## config.mk

```make
export PLATFORM = sky130hd
export DESIGN_NAME = sor_walker
export DESIGN_NICKNAME = d
export VERILOG_FILES = /design/src/sor_pkg.sv /design/src/sor_walker.sv
export SDC_FILE = /design/constraint.sdc
export NUM_CORES = 1
export LEC_CHECK = 0
export ABC_AREA = 1
export ABC_CLOCK_PERIOD_IN_PS = 4620
export BUFFER_PORTS_ARGS = -buffer_cell sky130_fd_sc_hd__buf_2
export CAP_MARGIN = 20
export CORE_MARGIN = 4
export CORE_UTILIZATION = 55
export DETAILED_ROUTE_END_ITERATION = 10
export PLACE_DENSITY = 0.77
export SYNTH_ARGS = -nofsm -noshare
export SYNTH_HDL_FRONTEND = slang
export SYNTH_SLANG_ARGS = --single-unit
```

## constraint.sdc

```tcl
create_clock -name clk -period 4.62 [get_ports clk]
set_input_delay 0.924 -clock clk [delete_from_list [all_inputs] [get_ports clk]]
set_output_delay 0.924 -clock clk [all_outputs]
set_load 0.05 [all_outputs]
```

## src/sor_pkg.sv

```systemverilog
`timescale 1ns / 1ps
// ----------------------------------------------------------------------------
// sor_pkg: shared types and constants for the spiral order reader
// Matrix limits, item layouts, the walker control group and register indexes.
// ----------------------------------------------------------------------------
package sor_pkg;

  localparam int MAX_ROWS    = 16;
  localparam int MAX_COLS    = 16;
  localparam int VALUE_WIDTH = 32;

  localparam int STORE_DEPTH = MAX_ROWS * MAX_COLS;
  localparam int ADDR_W      = $clog2(STORE_DEPTH);
  localparam int ROW_W       = $clog2(MAX_ROWS);
  localparam int COL_W       = $clog2(MAX_COLS);
  localparam int DIM_W       = 5;
  localparam int EMIT_W      = $clog2(STORE_DEPTH + 1);
  localparam int CFG_IDX_W   = 2;

  localparam logic [CFG_IDX_W-1:0] REG_ROW_COUNT = CFG_IDX_W'(0);
  localparam logic [CFG_IDX_W-1:0] REG_COL_COUNT = CFG_IDX_W'(1);

  localparam logic OP_LOAD  = 1'b0;
  localparam logic OP_FETCH = 1'b1;

  localparam logic STATUS_OK        = 1'b0;
  localparam logic STATUS_NOT_READY = 1'b1;

  typedef struct packed {
    logic        op;
    logic [31:0] element_value;
  } in_item_t;

  typedef struct packed {
    logic [31:0] out_value;
    logic [3:0]  out_row;
    logic [3:0]  out_col;
    logic        status;
    logic        last_flag;
  } out_item_t;

  // Control from the top level to the spiral walker
  typedef struct packed {
    logic rearm;
    logic step;
  } walk_ctrl_t;

  typedef struct packed {
    logic [ROW_W-1:0] row;
    logic [COL_W-1:0] col;
  } walk_pos_t;

  function automatic logic [DIM_W-1:0] clamp_dim(input logic [DIM_W-1:0] v,
                                                 input logic [DIM_W-1:0] maxv);
    logic [DIM_W-1:0] r;
    r = v;
    if (v == '0) begin
      r = DIM_W'(1);
    end else if (v > maxv) begin
      r = maxv;
    end
    return r;
  endfunction

endpackage

```

## src/sor_walker.sv

```systemverilog
`timescale 1ns / 1ps
// ----------------------------------------------------------------------------
// sor_walker: clockwise spiral position generator
// Holds the four shrinking bounds, the heading and the current position.
// ----------------------------------------------------------------------------
module sor_walker (
  input  logic                     clk,
  input  logic                     rst_n,
  input  sor_pkg::walk_ctrl_t      ctrl,
  input  logic [sor_pkg::DIM_W-1:0] row_count,
  input  logic [sor_pkg::DIM_W-1:0] col_count,
  output sor_pkg::walk_pos_t       pos
);

  typedef enum logic [1:0] {
    HEAD_RIGHT = 2'd0,
    HEAD_DOWN  = 2'd1,
    HEAD_LEFT  = 2'd2,
    HEAD_UP    = 2'd3
  } heading_t;

  heading_t                       heading_r, heading_nxt;
  logic [sor_pkg::DIM_W-1:0]      top_r, top_nxt;
  logic [sor_pkg::DIM_W-1:0]      bottom_r, bottom_nxt;
  logic [sor_pkg::DIM_W-1:0]      left_r, left_nxt;
  logic [sor_pkg::DIM_W-1:0]      right_r, right_nxt;
  logic [sor_pkg::ROW_W-1:0]      row_r, row_nxt;
  logic [sor_pkg::COL_W-1:0]      col_r, col_nxt;
  logic [sor_pkg::DIM_W-1:0]      row_ext, col_ext;

  assign row_ext = sor_pkg::DIM_W'(row_r);
  assign col_ext = sor_pkg::DIM_W'(col_r);

  always_comb begin
    heading_nxt = heading_r;
    top_nxt     = top_r;
    bottom_nxt  = bottom_r;
    left_nxt    = left_r;
    right_nxt   = right_r;
    row_nxt     = row_r;
    col_nxt     = col_r;
    if (ctrl.rearm) begin
      heading_nxt = HEAD_RIGHT;
      top_nxt     = '0;
      bottom_nxt  = row_count;
      left_nxt    = '0;
      right_nxt   = col_count;
      row_nxt     = '0;
      col_nxt     = '0;
    end else if (ctrl.step) begin
      // At the end of a side, retire that side's bound and turn clockwise
      case (heading_r)
        HEAD_RIGHT: begin
          if (col_ext + sor_pkg::DIM_W'(1) < right_r) begin
            col_nxt = col_r + sor_pkg::COL_W'(1);
          end else begin
            top_nxt     = top_r + sor_pkg::DIM_W'(1);
            heading_nxt = HEAD_DOWN;
            row_nxt     = row_r + sor_pkg::ROW_W'(1);
          end
        end
        HEAD_DOWN: begin
          if (row_ext + sor_pkg::DIM_W'(1) < bottom_r) begin
            row_nxt = row_r + sor_pkg::ROW_W'(1);
          end else begin
            right_nxt   = right_r - sor_pkg::DIM_W'(1);
            heading_nxt = HEAD_LEFT;
            col_nxt     = col_r - sor_pkg::COL_W'(1);
          end
        end
        HEAD_LEFT: begin
          if (col_ext > left_r) begin
            col_nxt = col_r - sor_pkg::COL_W'(1);
          end else begin
            bottom_nxt  = bottom_r - sor_pkg::DIM_W'(1);
            heading_nxt = HEAD_UP;
            row_nxt     = row_r - sor_pkg::ROW_W'(1);
          end
        end
        HEAD_UP: begin
          if (row_ext > top_r) begin
            row_nxt = row_r - sor_pkg::ROW_W'(1);
          end else begin
            left_nxt    = left_r + sor_pkg::DIM_W'(1);
            heading_nxt = HEAD_RIGHT;
            col_nxt     = col_r + sor_pkg::COL_W'(1);
          end
        end
        default: begin
          heading_nxt = HEAD_RIGHT;
        end
      endcase
    end
  end

  always_ff @(posedge clk) begin
    if (!rst_n) begin
      heading_r <= HEAD_RIGHT;
      top_r     <= '0;
      bottom_r  <= sor_pkg::DIM_W'(1);
      left_r    <= '0;
      right_r   <= sor_pkg::DIM_W'(1);
      row_r     <= '0;
      col_r     <= '0;
    end else begin
      heading_r <= heading_nxt;
      top_r     <= top_nxt;
      bottom_r  <= bottom_nxt;
      left_r    <= left_nxt;
      right_r   <= right_nxt;
      row_r     <= row_nxt;
      col_r     <= col_nxt;
    end
  end

  assign pos.row = row_r;
  assign pos.col = col_r;

  // The window never inverts while walking
  a_bounds_order: assert property (@(posedge clk) disable iff (!rst_n)
    (top_r <= bottom_r) && (left_r <= right_r))
    else $error("spiral bounds crossed");

  a_rearm_home: assert property (@(posedge clk) disable iff (!rst_n)
    ctrl.rearm |=> (row_r == '0) && (col_r == '0) && (heading_r == HEAD_RIGHT))
    else $error("walker not at origin after rearm");

  a_right_edge: assert property (@(posedge clk) disable iff (!rst_n)
    (heading_r == HEAD_RIGHT) |-> (col_ext < right_r) || (right_r == '0))
    else $error("walker beyond right bound");

endmodule

```

# ---- Word-level counts from Yosys, hierarchy flattened
# Index checks and enable logic that the tools add are counted.
# W data, S select, Z words.
dict set report word_totals {
  rom_bits 0
  mem_count 0
  elab_cells 72
  ff_bits 30
  out_inout_bits 8
  ramBits 0
  latch_bits 0
}
dict set report op_classes {
  n_eq_ne 13
  muxes 23
  add_sub_neg 10
  mul 0
  reduce_logical 12
  n_lt_le_gt_ge 4
  n_shift 0
  bitwise_logic 3
  n_div 0
}
# cell count
set op_table {}
lappend op_table {{$mux W5} 8}
lappend op_table {{$mux W4} 8}
lappend op_table {{$pmux W4 S4} 2}
lappend op_table {{$ne A2 B2 Y1 const B} 10}
lappend op_table {{$reduce_and A5 Y1} 3}
lappend op_table {{$reduce_and A3 Y1} 4}
lappend op_table {{$add A4 B1 Y5 const B} 2}
lappend op_table {{$add A5 B1 Y5 const B} 2}
lappend op_table {{$gt A4 B5 Y1} 2}
lappend op_table {{$lt A5 B5 Y1} 2}
lappend op_table {{$sub A5 B1 Y5 const B} 2}
lappend op_table {{$add A4 B1 Y4 const B} 2}
lappend op_table {{$mux W2} 4}
lappend op_table {{$pmux W2 S4} 1}
lappend op_table {{$sub A4 B1 Y4 const B} 2}
lappend op_table {{$reduce_bool A2 Y1} 3}
lappend op_table {{$eq A2 B2 Y1 const B} 2}
lappend op_table {{$not A1 Y1} 3}
lappend op_table {{$eq A2 B1 Y1 const B} 1}
lappend op_table {{$logic_not A2 Y1} 1}
lappend op_table {{$reduce_or A2 Y1} 1}

# ---- Longest topological paths before layout
# Gate-level depths: netlist of the first run.
dict set report depth {
  word_depth 6
  depth_mapped 15
  ltp_nobuf 15
}

# ---- Least setup slack after synthesis of the first run
# Ideal clock, no wire load.
dict set report synth_timing {
  path_type {register to register}
  start {register row_r[1] (netlist bit)}
  end {register row_r[0] (netlist bit)}
  synth_period_minus_slack_ns 2.261
  required_ns 4.507
  path_buffers 0
  path_stages_with_launch 11
  slack_ns 2.359
  arrival_ns 2.147
  path_cell_list {dfxtp_1 -> ha_1 -> nand2_1 -> nor2_1 -> ha_1 -> a21oi_1 -> nand3_1 -> a21oi_1 -> nand3_2 -> nor2_1 -> nor2_1}
}
dict set report synth_between {
  elab_chain_cells 4
  word_cells_on_any_way 6
}
# element line_no
set synth_lines {}
lappend synth_lines {{start, declared} sor_walker.sv:27} ;# logic [sor_pkg::ROW_W-1:0] row_r, row_nxt;
lappend synth_lines {{start signal, assigned} sor_walker.sv:111} ;# row_r <= row_nxt;
lappend synth_lines {{$add A4 B1 Y5} sor_walker.sv:63} ;# if (row_ext + sor_pkg::DIM_W'(1) < bottom_r) begin
lappend synth_lines {{$lt A5 B5 Y1} sor_walker.sv:63}
lappend synth_lines {{$ne A2 B2 Y1 (no line)} n/a}
lappend synth_lines {{$reduce_and A5 Y1 (no line) *} n/a}
# Mark *: on every way between the ends. The rest lies on a longest branch, timed or not.
# A chain may end at the register's enable or synchronous reset.

# ---- Final worst setup path of the first run
dict set report layout_timing {
  start {input port rst_n}
  end {register top_r[3] (netlist bit)}
}
dict set report layout_between {
  elab_chain_cells 2
}
# element line_no
set layout_lines {}
lappend layout_lines {{start, declared} sor_walker.sv:8} ;# input logic rst_n,
lappend layout_lines {{$not A1 Y1 (no line)} n/a}
lappend layout_lines {{$reduce_or A2 Y1 (no line)} n/a}
lappend layout_lines {{end signal, assigned} sor_walker.sv:107} ;# top_r <= top_nxt;
lappend layout_lines {{end, declared} sor_walker.sv:23} ;# logic [sor_pkg::DIM_W-1:0] top_r, top_nxt;
# No other way between the ends.

==> key figures, run 1 <==
Outcome
  – Outcome: completed

Timing
  – Max Fclk: 0.458 GHz
  – Final hold violations: 0
  – Worst slew margin: 36.1%
  – Post-layout min period: 2.18 ns
  – Period utilisation layout: 47.3%
  – Setup Skew: 0.00598 ns
  – Setup TNS Final: 0 ns
  – Worst-margin pin slew: 0.955 ns
  – Final setup vio count: 0
  – RSZ-0062 raised after global routing: false
  – Max-slew violations: 0

Synth
  – Post-synth EDFFs: 0
  – Most frequent cells after synthesis: 80 x nand2_1, 49 x inv_1, 40 x nor2_1
  – Post-synth cell types: 27
  – Synth async-reset ratio: 0%
  – Main flop type after synthesis: dfxtp_1
  – Top cell type's share of synthesized area: 26.0%
  – Sequential area share after synthesis: 26.0%
  – Most common cell in the netlist: nand2_1
  – Yosys reg bits: 30
  – Average cell area after synthesis: 6.93 um^2
  – Cells after synthesis: 333
  – Largest cells by area after synthesis: dfxtp_1 26%, ha_1 17%, nand2_1 13%
  – Yosys warns: 0
  – Synthesized area: 0.00231 mm^2
  – Synth Net Count: 380
  – Post-synth top area cell: dfxtp_1

Die
  – DIE AREA: 0.00530 mm^2
  – Initial Util: 57.3%
  – IO Pins: 22
  – Core area: 0.00403 mm^2
  – Die W: 72.8 um
  – Num rows: 23
  – Die H: 72.8 um

Min path
  – Worst hold-check path type: reg -> reg

Clock network
  – Worst skew pair latency: 0.28 ns
  – Postcts setup bufs: 0
  – CTS clk-pin slew, worst paths: 0.06 ns
  – Root buf cell: clkbuf_8
  – CTS tree: done
  – CTS buffer count: 5
  – Max clock buf depth: 2
  – CTS Sinks: 30
  – CTS H-tree lvls: 2
  – Cts hold-fix bufs: 0
  – Post-cts sizing count: 0

GRT
  – Initial antenna violation count: 0
  – Largest net degree at the start of global routing: 18
  – Number of global-route vias before repair: 1,848
  – First-pass GRT wire length: 7820 um
  – Total grt overflow: 0
  – Global Route Usage Sum: 18.5%

Critical path
  – Crit Path Class: in -> reg
  – CP required: 4.83 ns
  – Startpoint Class: input pin
  – Endpoint type of the worst setup path: register
  – Critical Path AT: 2.39 ns
  – Largest fanout on the critical path: 14

Routing
  – Initial DRC count: 85
  – First-pass DRT Iterations: 5
  – DR vias: 2,043
  – Vias per cell: 5.01
  – WL/cell: 11.0 um
  – Final wirelength: 4500 um
  – # DRC: 0
  – Antenna viol nets, final: 0

Layout
  – Share of layout cells above drive strength 1: 10.9%
  – Syn-to-layout area delta: 9.65%
  – Fin nets: 405
  – Antenna Cells: 0
  – Fin cells: 408
  – Fillcell total: 408

Power and ir drop
  – Pwr dens: 336 mW/mm^2
  – VDD IR max: 0.222 mV
  – Leak: 1.30 nW

Placement
  – Number of cells in the design after placement: 401
  – Port Buffers: 21
  – Global placement routability congestion: 0.805
  – Detail Placement HPWL: 3480 um

Flow run
  – Max-Cap Viols: 0
[report_power, final]
part	switching [W]	internal, W
logic	0.000222	0.000121
registers	0.0000271	0.000279
clock network	0.0000976	0.000104
total	0.000347	0.000504
[routing by layer]
metal / vias up / routed length [um] / global-route usage, %
met4: 0 / 75 / 7.58
li1: 1102 / - / -
met1: 905 / 2170 / 23.1
met2: 29 / 2070 / 30.8
met3: 7 / 177 / 3.99
met5: - / 0 / 0
[layout by cell type, fill, tap and decap left out, drive strengths merged]
cell type / count
nand2: 83
inv: 50
nor2: 45
ha: 31
dfxtp: 30
nand3: 24
buf: 21
a21oi: 19
xor2: 15
o21ai: 15
clkbuf: 7
xnor2: 5
nand4: 3
nor3: 2
a211oi: 2
o211ai: 2
fa: 2
a21boi: 1
or2: 1
[cell families after synthesis]
| kind of cell | count (synthesis) | synth area share [%] |
|---|---|---|
| xor gates and xnor gates | 20 | 7.59 |
| buffers and inverters | 53 | 9.05 |
| and+or+nand+nor | 158 | 29.8 |
| AOI/OAI and AO/OA | 39 | 9.00 |
| adders and majority gates | 33 | 18.5 |
| DFF | 30 | 26.0 |
[registers in the layout (all words and copies together) (netlist names)]
register and cells:
col_r 4, bottom_r 5, top_r 5, row_r 4, heading_r 2, right_r 5, left_r 5
[final timing paths]
check	start	to	cells after the start	slack, ns
setup / recovery	rst_n	top_r[3]$_SDFFE_PP0P_	5	2.44
hold / removal	top_r[3]$_SDFFE_PP0P_	top_r[3]$_SDFFE_PP0P_	2	0.49
hold reg to reg	top_r[3]$_SDFFE_PP0P_	top_r[3]$_SDFFE_PP0P_	2	0.49
setup reg to reg	col_r[0]$_SDFFE_PP0P_	top_r[2]$_SDFFE_PP0P_	12	2.44
[through the flow]
step / utilization [%] / hold slack, ns / power (W) / area [um^2] / setup slack, ns
floorplan: - / 0.453 / 0.000587 / 2310 / 2.36
global placement: 60.9 / 0.472 / 0.000648 / 2450 / 2.20
detailed placement: 60.9 / 0.482 / 0.000655 / 2450 / 2.15
CTS: 62.8 / 0.492 / 0.000859 / 2530 / 2.45
global route: 62.8 / 0.507 / 0.000921 / 2530 / 2.16
finish: 62.8 / 0.494 / 0.000850 / 2530 / 2.44
[critical path, stage by stage]
cell and delay [ns]:
buf_2 0.14, inv_1 0.10, nor2_1 0.73, inv_1 0.29
a21oi_1 0.20
[layout make-up]
type | count | area [um^2] | area share (%)
Multi-Input combinational cell | 250 | 1500 | 59.2
Tap cell | 50 | 62.6 | 2.47
Sequential cell | 30 | 601 | 23.7
Timing Repair Buffer | 21 | 105 | 4.15
Clock buffer | 7 | 76.3 | 3.02
Inverter | 50 | 188 | 7.41
(Power assumes the default switching activity.)
==> run 2: changes to the inputs <==
- ABC_AREA: 1 -> 0
- ABC_CLOCK_PERIOD_IN_PS: 4620 -> 2200
- clock period: 4.62 -> 2.2 ns (I/O delays scaled with it)
==> run 2 against run 1 <==
Net effect:
- the run now ends with negative setup slack left
- utilization increased by 12 points
- wire length increased by 13%
- clock skew decreased by 0.0020 ns
- clock power increased by 130%
- highest routed layer unchanged
- sequential power increased by 88%
==> key figures, run 2 <==
Outcome
  – Outcome: finished, violations left
  – Failing checks: negative setup slack

Min path
  – Hold Path Origin: col_count[0]
  – Worst hold-check path type: in -> reg
  – Hold depth: 3 (+1)
  – Hold Crit Endpoint: right_r[0]$_SDFFE_PN1P_

Placement
  – Area after DPL: 0.00265 mm^2 (+7.8%)
  – Detail Placement HPWL: 3890 um (+12%)
  – Port Buffers: 21 (unchanged)
  – Global placement routability congestion: 0.846 (+5.0%)

Timing
  – Setup ws final: -0.282 ns (-2.72 ns)
  – Period utilisation layout: 113%
  – Max-slew violations: 0 (unchanged)
  – Worst-margin pin slew: 0.397 ns (-0.559 ns)
  – Setup Skew: 0.00400 ns (-0.00198 ns)
  – Hold Slack: 0.394 ns (-0.100 ns)
  – RSZ-0062 raised after global routing: true
  – Worst slew margin: 73.5% (+37 points)
  – Final hold violations: 0 (unchanged)
  – Post-layout min period: 2.48 ns
  – Max Fclk: 0.403 GHz
  – Final setup vio count: 10 (+10)

Synth
  – Post-synth top area cell: dfxtp_1
  – Yosys warns: 0 (unchanged)
  – Post-synth EDFFs: 0 (unchanged)
  – Top cell type's share of synthesized area: 27.8% (+1.7 points)
  – Sequential area share after synthesis: 27.8% (+1.7 points)
  – Yosys reg bits: 30 (unchanged)
  – Synthesized area: 0.00216 mm^2 (-6.3%)
  – Largest cells by area after synthesis: dfxtp_1 28%, ha_1 18%, xnor2_1 6.9%
  – Post-synth cell types: 43 (+59%)
  – Main flop type after synthesis: dfxtp_1
  – Synth Net Count: 309 (-19%)
  – Most frequent cells after synthesis: 31 x ha_1, 30 x dfxtp_1, 27 x inv_1
  – Synth async-reset ratio: 0% (unchanged)
  – Average cell area after synthesis: 8.26 um^2 (+19%)
  – Cells after synthesis: 262 (-21%)
  – Most common cell in the netlist: ha_1

Die
  – Die W: 70.7 um (-2.8%)
  – Initial Util: 57.8% (+0.49 points)
  – Die H: 70.7 um (-2.8%)
  – DIE AREA: 0.00500 mm^2 (-5.6%)
  – IO Pins: 22 (unchanged)
  – Core area: 0.00374 mm^2 (-7.1%)
  – Num rows: 22 (-4.3%)

Routing
  – # DRC: 0 (unchanged)
  – Antenna viol nets, final: 0 (unchanged)
  – Initial DRC count: 111 (+31%)
  – Vias per cell: 5.49 (+9.5%)
  – Final wirelength: 5070 um (+13%)
  – WL/cell: 13.7 um (+25%)
  – First-pass DRT Iterations: 4 (-1)
  – DR vias: 2,024 (-0.93%)

Layout
  – Fin nets: 367 (-9.4%)
  – Commonest non-fill, non-tap cell in the layout: buf_4
  – Commonest non-fill, non-tap cells in the layout: 37 x buf_4, 28 x ha_1, 27 x inv_1
  – Fillcell total: 279 (-32%)
  – Finished Core Util: 74.8% (+12 points)
  – Antenna Cells: 0 (unchanged)
  – Syn-to-layout area delta: 29.4%
  – Final instance area: 0.00280 mm^2 (+11%)
  – Share of layout cells above drive strength 1: 29.0% (+18 points)

Critical path
  – Reg-to-Reg Start: row_r[1]$_SDFFE_PP0P_
  – Crit Path Class: reg -> reg
  – Largest fanout on the critical path: 3 (-11)
  – CP startpoint: row_r[1]$_SDFFE_PP0P_
  – Register-to-register setup slack: -0.28 ns (-2.72 ns)
  – Startpoint Class: register
  – RR Endpoint: col_r[3]$_SDFFE_PP0P_
  – R2R cell count: 9 (-3)
  – Critical Path AT: 2.70 ns (+0.31 ns)
  – CP required: 2.42 ns (-2.41 ns)
  – Endpoint type of the worst setup path: register

GRT
  – Number of global-route vias before repair: 1,947 (+5.4%)
  – Total grt overflow: 0 (unchanged)
  – Largest net degree at the start of global routing: 17 (-1)
  – First-pass GRT wire length: 8310 um (+6.4%)
  – Global Route Usage Sum: 20.6% (+2.1 points)
  – Initial antenna violation count: 0 (unchanged)

Flow run
  – Max-Cap Viols: 0 (unchanged)

Power and ir drop
  – Leak: 1.26 nW (-2.5%)
  – Pwr dens: 490 mW/mm^2 (+46%)
  – VDD IR max: 0.292 mV (+32%)

Clock network
  – CTS clk-pin slew, worst paths: 0.06 ns (about the same)
  – Worst skew pair latency: 0.29 ns (about the same)
  – CTS buffer count: 5 (unchanged)
  – CTS tree: done
  – CTS Sinks: 30 (unchanged)
  – Root buf cell: clkbuf_8
  – Max clock buf depth: 2 (unchanged)
  – CTS H-tree lvls: 2 (unchanged)
## run 2: cell types whose count changed in the layout (fill, tap and decap cells not counted), sizes merged, moves of 3 or more
cell | before | now
and3 | 0 | 5
and2 | 0 | 3
nand2b | 0 | 7
nor3 | 2 | 7
buf | 21 | 58
a21o | 0 | 3
inv | 50 | 27
nor2 | 45 | 15
nand3 | 24 | 18
xnor2 | 5 | 17
nand2 | 83 | 14
xor2 | 15 | 6
## run 2: per-stage QoR
step	setup slack, ns	setup TNS (ns)	power [W]	cells
2_1_floorplan	-0.384	-2.11	0.000792	262
3_3_place_gp	-0.200	-1.63	0.000888	359
3_5_place_dp	-0.260	-2.50	0.000899	359
4_1_cts	-0.246	-2.17	0.00137	368
5_1_grt	-0.353	-2.83	0.00145	369
6_report	-0.282	-1.92	0.00137	369
## run 2: how the worst max path moves through the flow
| stage | endpoint | slack, ns |
|---|---|---|
| after global routing | row_r[2]$_SDFFE_PP0P_ | -0.35 |
| after global placement | col_r[3]$_SDFFE_PP0P_ | -0.20 |
| after floorplan | col_r[3]$_SDFFE_PP0P_ | -0.38 |
| after detailed placement | row_r[2]$_SDFFE_PP0P_ | -0.26 |
| after CTS | col_r[3]$_SDFFE_PP0P_ | -0.25 |
| final | col_r[3]$_SDFFE_PP0P_ | -0.28 |
## run 2: worst max-delay path, cell delays in order, from the launching register on
cell,delay [ns]
dfxtp_4,0.36
ha_4,0.16
and3_4,0.18
ha_4,0.26
and2_4,0.15
o211ai_2,0.10
a31o_1,0.25
or4b_4,0.54
or3_1,0.31
a21oi_1,0.11
## run 2: per-layer routing
layer | vias to the layer above | track usage, % | routed length, um
met5 | - | 0 | 0
met4 | 0 | 9.60 | 151
met3 | 15 | 4.83 | 207
met2 | 42 | 34.6 | 2430
met1 | 934 | 24.9 | 2280
li1 | 1033 | - | -
## run 2: cells by family after synthesis
family | count (synthesis) | synth area share [%]
xor+xnor | 23 | 9.31
simple gates | 83 | 20.0
compound gates | 58 | 16.7
buf+inv | 34 | 5.96
flops | 30 | 27.8
fa+ha+maj | 33 | 19.8
mux | 1 | 0.520
## run 2: final cells by class
| cell class | instances | area, um^2 | area share [%] |
|---|---|---|---|
| sequential | 30 | 623 | 22.3 |
| tap | 48 | 60.1 | 2.14 |
| inverter | 27 | 101 | 3.62 |
| clock inverter | 1 | 5.00 | 0.179 |
| timing repair buffer | 58 | 383 | 13.7 |
| clock buffer | 7 | 86.3 | 3.08 |
| multi-input combinational | 198 | 1540 | 55.0 |
## run 2: repair_timing
action | 4_1_cts | 5_1_grt
gates cloned | 0 | 0
pin swaps | 0 | 4
setup endpoints to repair | 15 | 17
resized for setup | 2 | 7
buffers inserted | 1 | 1
hold buffers | 0 | 0
## run 2: where the power goes
part	switching (W)	internal, W
logic	0.000183	0.000153
registers	0.0000156	0.000560
clock network	0.000211	0.000252
==> run 3: changes to the inputs <==
- CORE_UTILIZATION: 55 -> 59
- PLACE_DENSITY: 0.77 -> 0.91
==> run 3 against run 2 <==
Net effect:
- the run still ends with negative setup slack left
- cell count unchanged
- first-iteration DRC count rose to 3.1 times the previous value
- clock power shrank 0.9%
- combinational power is 27% higher
- critical path type unchanged
- clock-buffer cell count is the same
- utilization increased by 10 points
- cell area grew 4.5%
- worst setup slack worse by 0.18 ns
==> key figures, run 3 (synthesis results as in run 2) <==
Outcome
  – Outcome: finished, violations left
  – Failing checks: negative setup slack

GRT
  – Total grt overflow: 0 (unchanged)
  – First-pass GRT wire length: 10,200 um (+23%)
  – Global Route Usage Sum: 29.7% (+9.0 points)
  – Largest net degree at the start of global routing: 14 (-3)
  – Number of global-route vias before repair: 2,217 (+14%)
  – Initial antenna violation count: 0 (unchanged)

Timing
  – Worst slew margin: 59.8% (-14 points)
  – Max-slew violations: 0 (unchanged)
  – RSZ-0062 raised after global routing: true
  – Worst-margin pin slew: 0.602 ns (+0.205 ns)
  – Final hold violations: 0 (unchanged)
  – Setup ws final: -0.460 ns (-0.178 ns)
  – Period utilisation layout: 121% (+8.1 points)
  – Final setup vio count: 16 (+6)
  – Setup Skew: 0.0171 ns (+0.0131 ns)
  – Post-layout min period: 2.66 ns (+0.178 ns)
  – Max Fclk: 0.376 GHz (-6.7%)

Die
  – Num rows: 21 (-4.5%)
  – IO Pins: 22 (unchanged)
  – Core area: 0.00344 mm^2 (-8.1%)
  – Die W: 68.6 um (-3.1%)
  – Initial Util: 62.8% (+5.1 points)
  – DIE AREA: 0.00470 mm^2 (-6.0%)
  – Die H: 68.6 um (-3.1%)

Layout
  – Fin nets: 370 (+0.82%)
  – Antenna Cells: 0 (unchanged)
  – Fillcell total: 192 (-31%)
  – Commonest non-fill, non-tap cells in the layout: 38 x buf_4, 27 x inv_1, 27 x ha_1
  – Fin cells: 369 (unchanged)
  – Commonest non-fill, non-tap cell in the layout: buf_4
  – Syn-to-layout area delta: 35.2%
  – Share of layout cells above drive strength 1: 33.1% (+4.2 points)

Critical path
  – R2R cell count: 9 (unchanged)
  – Crit Path Class: reg -> reg
  – Worst path cell trace: buf_4, nand3_1, xnor2_1, ha_1, and3_1, a21o_1, or4b_4, o21ai_0, a21oi_2
  – Register-to-register setup slack: -0.46 ns (-0.18 ns)
  – CP startpoint: col_r[0]$_SDFFE_PP0P_
  – Worst path max stage delay: 0.61 ns (+0.07 ns)
  – Startpoint Class: register
  – Reg-to-Reg Start: col_r[0]$_SDFFE_PP0P_
  – Critical Path AT: 2.84 ns (+0.14 ns)
  – Worst Setup EP: col_r[3]$_SDFFE_PP0P_
  – CP required: 2.38 ns (-0.04 ns)
  – CP max-delay cell: or4b_4
  – Buf/Inv on CP: 1 (+1)
  – Cell count along the critical path: 9 (unchanged)
  – Largest fanout on the critical path: 3 (unchanged)
  – Cell family with most CP delay: simple AND/OR/NAND/NOR gates
  – RR Endpoint: col_r[3]$_SDFFE_PP0P_
  – Endpoint type of the worst setup path: register

Clock network
  – CTS H-tree lvls: 2 (unchanged)
  – CTS buffer count: 5 (unchanged)
  – Worst skew pair latency: 0.29 ns (about the same)
  – CTS clk-pin slew, worst paths: 0.07 ns (about the same)
  – Cts hold-fix bufs: 0 (unchanged)
  – Root buf cell: clkbuf_8
  – CTS Sinks: 30 (unchanged)
  – Max clock buf depth: 2 (unchanged)
  – CTS tree: done

Power and ir drop
  – Leak: 1.30 nW (+2.7%)
  – Total power: 0.00146 W (+6.4%)
  – VDD IR max: 0.449 mV (+54%)
  – Pwr dens: 499 mW/mm^2 (+1.8%)

Placement
  – Global placement routability congestion: 0.863 (+2.1%)
  – Number of cells in the design after placement: 356 (-0.84%)
  – Detail Placement HPWL: 4130 um (+6.2%)
  – Port Buffers: 21 (unchanged)

Routing
  – DR vias: 2,408 (+19%)
  – First-pass DRT Iterations: 6 (+2)
  – Vias per cell: 6.53 (+19%)
  – # DRC: 0 (unchanged)
  – Final wirelength: 7600 um (+50%)
  – Initial DRC count: 340 (+210%)
  – Antenna viol nets, final: 0 (unchanged)
  – WL/cell: 20.6 um (+50%)

Min path
  – Worst hold-check path type: in -> reg

Flow run
  – Max-Cap Viols: 0 (unchanged)
run 3: changes by cell type in the layout (fill, tap and decap cells not counted), sizes merged:
cell	delta
clkinv	-1
buf	+3
run 3: final cells by class:
cell class / count / area (um^2) / share of cell area [%]
inverter: 27 / 101 / 3.46
tap: 46 / 57.6 / 1.97
clock buffer: 7 / 86.3 / 2.95
multi-input combinational: 198 / 1640 / 56.2
sequential: 30 / 624 / 21.3
timing repair buffer: 61 / 413 / 14.1
run 3: tightest hold or removal path, cell delays in order:
cell and delay [ns]:
buf_2 0.08, nand3_1 0.07, o21ai_0 0.07
run 3: what timing repair did:
| action | in CTS | in global routing |
|---|---|---|
| pin swaps | 4 | 11 |
| cloned | 0 | 0 |
| setup endpoints to repair | 15 | 19 |
| setup buffers | 3 | 5 |
| gates resized for setup | 13 | 17 |
run 3: metrics by stage:
step	cell area [um^2]	hold slack (ns)	util, %	setup slack [ns]	TNS [ns]
floorplan	2250	0.466	-	-0.384	-2.11
global placement	2640	0.488	76.6	-0.208	-1.54
detailed placement	2640	0.502	76.6	-0.280	-2.55
CTS	2820	0.391	81.8	-0.275	-1.94
global route	2930	0.432	85.0	-0.476	-4.16
finish	2930	0.406	85.0	-0.460	-3.18
run 3: routing by layer:
metal | global-route usage (%) | share of wire (%) | vias to the layer above
li1 | - | - | 1043
met1 | 32.6 | 36 | 1085
met2 | 51.4 | 47 | 212
met3 | 7.62 | 11 | 68
met4 | 16.9 | 6.3 | 0
met5 | 0 | 0 | -
run 3: power breakdown:
| part | leakage [nW] | switching (W) | internal [W] |
|---|---|---|---|
| Sequential | 0.250 | 0.0000181 | 0.000560 |
| Combinational | 1.00 | 0.000245 | 0.000180 |
| Clock | 0.0443 | 0.000210 | 0.000248 |
| Total | 1.30 | 0.000473 | 0.000988 |
run 3: worst min path at each step:
stage	slack [ns]	from	endpoint	cells after the start
finish	0.41	col_count[1]	right_r[1]$_SDFFE_PN0P_	3
global route	0.43	col_count[1]	right_r[1]$_SDFFE_PN0P_	3
CTS	0.39	col_count[0]	right_r[0]$_SDFFE_PN1P_	3
detailed placement	0.50	left_r[3]$_SDFFE_PP0P_	left_r[3]$_SDFFE_PP0P_	2
global placement	0.49	left_r[3]$_SDFFE_PP0P_	left_r[3]$_SDFFE_PP0P_	2
floorplan	0.47	top_r[1]$_SDFFE_PP0P_	top_r[1]$_SDFFE_PP0P_	2
